File: config.mk
export PLATFORM = sky130hd
export DESIGN_NAME = mpfr_ctrl
export DESIGN_NICKNAME = d
export VERILOG_FILES = /design/src/sv/mpfr_pkg.sv /design/src/sv/mpfr_ctrl.sv
export SDC_FILE = /design/constraint.sdc
export NUM_CORES = 1
export LEC_CHECK = 0
export BUFFER_PORTS_ARGS = -buffer_cell sky130_fd_sc_hd__buf_2
export CAP_MARGIN = 25
export CORE_AREA = 2 2 39 41
export CTS_BUF_LIST = sky130_fd_sc_hd__clkbuf_4
export CTS_CLUSTER_DIAMETER = 60
export DETAILED_ROUTE_END_ITERATION = 10
export DIE_AREA = 0 0 41 43
export SYNTH_ARGS = -nofsm -noshare
export SYNTH_HDL_FRONTEND = slang
export SYNTH_SLANG_ARGS = --single-unit
File: constraint.sdc
create_clock -name clk -period 1 [get_ports clk]
set_input_delay 0 -clock clk [delete_from_list [all_inputs] [get_ports clk]]
set_output_delay 0 -clock clk [all_outputs]
set_load 0.02 [all_outputs]
File: src/sv/mpfr_pkg.sv
// Shared constants and types for the monochrome page frame store raster engine.
// Used by every module of the block but mpfr_ram; depends on nothing else.
package mpfr_pkg;

  localparam int COLUMNS     = 128;
  localparam int PAGES       = 8;
  localparam int HEIGHT      = PAGES * 8;
  localparam int STORE_DEPTH = COLUMNS * PAGES;

  localparam int COL_W  = (COLUMNS > 1) ? $clog2(COLUMNS) : 1;
  localparam int PG_W   = (PAGES > 1) ? $clog2(PAGES) : 1;
  localparam int ADDR_W = $clog2(STORE_DEPTH);

  // Command codes carried on the op field.
  localparam logic [2:0] OP_POINT   = 3'd0;
  localparam logic [2:0] OP_FILL    = 3'd1;
  localparam logic [2:0] OP_OUTLINE = 3'd2;
  localparam logic [2:0] OP_HLINE   = 3'd3;
  localparam logic [2:0] OP_VLINE   = 3'd4;
  localparam logic [2:0] OP_CLEAR   = 3'd5;
  localparam logic [2:0] OP_READ    = 3'd6;

  typedef enum logic [2:0] {
    ST_INIT,
    ST_INIT_LAST,
    ST_IDLE,
    ST_SWEEP,
    ST_SWEEP_LAST,
    ST_RD_ISSUE,
    ST_RESULT
  } state_t;

  // Controller to datapath.
  typedef struct packed {
    logic take;
    logic walk;
    logic clear_all;
    logic rd_issue;
    logic out_load;
  } ctl_cmd_t;

  // Datapath to controller.
  typedef struct packed {
    logic walk_last;
    logic out_free;
  } dp_status_t;

endpackage

File: src/sv/mpfr_ctrl.sv
// Controller state machine: reset clearing sweep, command sweeps, byte reads
// and result hand-off. Depends on mpfr_pkg.
module mpfr_ctrl (
  input  logic                 clk,
  input  logic                 rst_n,
  input  logic                 in_valid,
  input  logic [2:0]           in_op,
  output logic                 in_stall,
  input  mpfr_pkg::dp_status_t status,
  output mpfr_pkg::ctl_cmd_t   cmd
);
  import mpfr_pkg::*;

  state_t state_r, state_nxt;

  always_comb begin
    state_nxt = state_r;
    case (state_r)
      ST_INIT: begin
        if (status.walk_last) begin
          state_nxt = ST_INIT_LAST;
        end
      end
      ST_INIT_LAST: state_nxt = ST_IDLE;
      ST_IDLE: begin
        if (in_valid) begin
          if (in_op == OP_READ) begin
            state_nxt = ST_RD_ISSUE;
          end else if (in_op <= OP_CLEAR) begin
            state_nxt = ST_SWEEP;
          end else begin
            state_nxt = ST_RESULT;
          end
        end
      end
      ST_SWEEP: begin
        if (status.walk_last) begin
          state_nxt = ST_SWEEP_LAST;
        end
      end
      ST_SWEEP_LAST: state_nxt = ST_RESULT;
      ST_RD_ISSUE: state_nxt = ST_RESULT;
      ST_RESULT: begin
        if (status.out_free) begin
          state_nxt = ST_IDLE;
        end
      end
      default: state_nxt = ST_INIT;
    endcase
  end

  always_comb begin
    cmd      = '0;
    in_stall = 1'b1;
    case (state_r)
      ST_INIT: begin
        cmd.walk      = 1'b1;
        cmd.clear_all = 1'b1;
      end
      ST_IDLE: begin
        in_stall = 1'b0;
        cmd.take = in_valid;
      end
      ST_SWEEP: cmd.walk = 1'b1;
      ST_RD_ISSUE: cmd.rd_issue = 1'b1;
      ST_RESULT: cmd.out_load = status.out_free;
      default: cmd = '0;
    endcase
  end

  always_ff @(posedge clk) begin
    if (!rst_n) begin
      state_r <= ST_INIT;
    end else begin
      state_r <= state_nxt;
    end
  end

endmodule

==> summary.md <==
| Metric | Value |
|---|---|
| Hold wc startpoint | `rst_n` |
| DRT iter0 DRCs | `1` |
| Yosys synthesis warning count | `0` |
| Final Power | `1.68 mW` |
| Seq/Total Area, Yosys | `22.1%` |
| Max Slew Vio Count | `0` |
| RR Startpoint | `state_r[1]` |
| Top Registers | `state_r (3)` |
| Final Hold Vio Count | `0` |
| Initial Util | `19.6%` |
| Vias in the first global route | `305` |
| Achievable Freq | `0.849 GHz` |
| Status | `finished, violations left` |
| Syn_nets | `40` |
| Drt wl/cell | `12.4 um` |
| Fin crit period | `1.18 ns` |
| H-tree depth | `1` |
| Hold Crit Class | `in -> reg` |
| Biggest register | `state_r` |
| Clock sinks | `3` |
| Final Skew | `0.000663 ns` |
| First-pass GRT wire length | `1430 um` |
| Dpl ws | `-0.169 ns` |
| Drt first pass iters | `2` |
| Hold Path Sink | `state_r[1]` |
| Period utilization | `118%` |
| Synth Register Bits | `3` |
| Commonest non-fill, non-tap cell in the layout | `buf_6` |
| Most frequent cells in the layout | `10 x buf_6, 7 x buf_2, 6 x buf_4` |
| Worst hold stages | `3` |
| Peak supply drop | `0.00131 V` |
| Worst-path clk slew | `0.04 ns` |
| Clock Tree Buf Depth | `2` |
| GRT Util Overall | `12.9%` |
| Clock latency on the worst-skew pair | `0.23 ns` |
| Cell Area, Synth | `272 sq um` |
| Critical path launch point type | `flop` |
| CP Data Required Time | `1.11 ns` |
| CP max stage delay | `0.34 ns` |
| Num ports | `14` |
| Tightest Pin Transition | `0.267 ns` |
| Bufs and invs on worst path | `1` |
| Post-synth cell types | `25` |
| IO buf count | `13` |
| Die X | `41 um` |
| Area Overhead vs Synth | `105%` |
| Unrepaired setup endpoints after global routing | `true` |
| Vias per inst | `4.86` |
| Cts hold-fix bufs | `0` |
| Die H | `43 um` |
| Residual DRC count | `0` |
| Gate Count Post-Synth | `32` |
| # nets final | `65` |
| Antenna violations before repair | `0` |
| Worst path top cell family by delay | `compound AO/OA/AOI/OAI gates` |
| Share of cells above drive strength 1 | `73.2%` |
| Root buffer cell | `clkbuf_4` |
| Ant diodes | `0` |
| Row count | `14` |
| CTS tree | `yes` |
| Largest net degree at the start of global routing | `9` |
| Slew Limit Headroom | `82.0%` |
| Final WS setup | `-0.177 ns` |
| Total global routing overflow | `0` |
| Via Count | `350` |
| Max-cap violations | `0` |
| CP max stage cell | `dfxtp_4` |
| Core area | `1380 sq um` |
| DP HPWL | `523 um` |
| Final setup fails | `8` |
| RePlAce Congestion | `0.783` |
| Crit-path cells | `buf_6 > and4bb_4 > a211oi_4 > a31oi_1` |
| Avg Cell Area, Syn | `8.48 sq um` |
| Failing checks | `negative setup slack` |
| Max reg flops | `3` |
| Maximum fanout along the worst path | `6` |
| Critical path class | `reg -> reg` |
| Number of CTS-inserted buffers | `3` |
| R2R Setup Slk | `-0.18 ns` |
| Crit path arrival time | `1.28 ns` |
| Post-route antenna net violation count | `0` |
| P_leak | `0.243 nW` |
| R2r worst-path depth | `4` |
| Total routed wirelength | `896 um` |
| Crit path depth | `4` |
| RR Endpoint | `state_r[1]` |
| CP endpoint kind | `flop` |
| PwrDens | `3020 nW/um^2` |
| Die area | `1760 sq um` |
[cell type report]
class | count | area, sq um
repair buffers | 23 | 193
well taps | 16 | 20.0
multi-input cells | 25 | 239
inverters | 1 | 3.75
flip-flops and latches | 3 | 71.3
clock buffers | 4 | 30.0
fillers | 146 | 827
[cells in the mapped netlist, drive strengths merged]
cell    n  share of area (%)
a31oi   1                2.3
nor4bb  1                3.7
and4    1                3.2
nor3    2                3.7
nand4   1                2.3
nor2b   1                2.3
nor2    1                1.4
o21ai   2                3.7
and4bb  2                 11
and2b   1                2.8
a21oi   2                3.7
dfxtp   3                 22
o41ai   1                3.2
nand2   2                2.8
buf     3                8.8
mux2i   1                3.7
a211oi  1                4.6
inv     1                1.4
a22o    1                3.2
and3    2                4.6
and2    1                2.3
a32o    1                3.7
[per-stage QoR]
step | cells | setup TNS [ns] | utilization (%) | area, sq um | hold slack [ns]
2_1_floorplan | 32 | -0.163 | - | 277 | 0.123
4_1_cts | 71 | -1.15 | 36.6 | 507 | 0.0293
6_report | 72 | -0.917 | 40.2 | 557 | 0.0392
3_5_place_dp | 65 | -0.545 | 28.2 | 390 | 0.284
3_3_place_gp | 65 | -0.393 | 28.2 | 390 | 0.282
5_1_grt | 72 | -1.27 | 40.2 | 557 | 0.0316
[per-layer routing]
layer  track usage [%]  wire [um]  vias up
met5                 0          0        -
met4              14.0         19        0
met3              3.14         51        2
met2              16.3        445       13
met1              16.0        378      161
li1                  -          -      174
[logic make-up after synthesis]
logic type / after synthesis / synth area share [%]
buf+inv: 4 / 10.1
compound gates: 9 / 24.4
flops: 3 / 22.1
mux: 1 / 3.69
simple gates: 15 / 39.6
[tightest hold or removal path, stage by stage]
cell,delay [ns]
buf_2,0.13
o41ai_1,0.06
a31oi_1,0.04
[how the worst max path moves through the flow]
stage / slack (ns) / startpoint / endpoint
after floorplan: -0.06 / state_r[2] / state_r[2]
after global placement: -0.12 / state_r[0] / state_r[1]
after detailed placement: -0.17 / state_r[0] / state_r[1]
after CTS: -0.19 / state_r[1] / state_r[1]
after global routing: -0.21 / state_r[1] / state_r[1]
final: -0.18 / state_r[1] / state_r[1]
[report_power, final]
| part | switching [mW] | total, mW | internal, mW |
|---|---|---|---|
| Combinational | 0.497 | 1.16 | 0.666 |
| Clock | 0.0645 | 0.241 | 0.177 |
| Sequential | 0.0859 | 0.278 | 0.192 |
[repair_timing]
| action | in CTS | in global routing |
|---|---|---|
| gates resized for setup | 24 | 10 |
| pin swaps | 3 | 7 |
| buffers inserted | 3 | 1 |
| setup endpoints to repair | 9 | 9 |
| hold endpoints to repair | 0 | 0 |
Power figures use the tool's default switching activity.
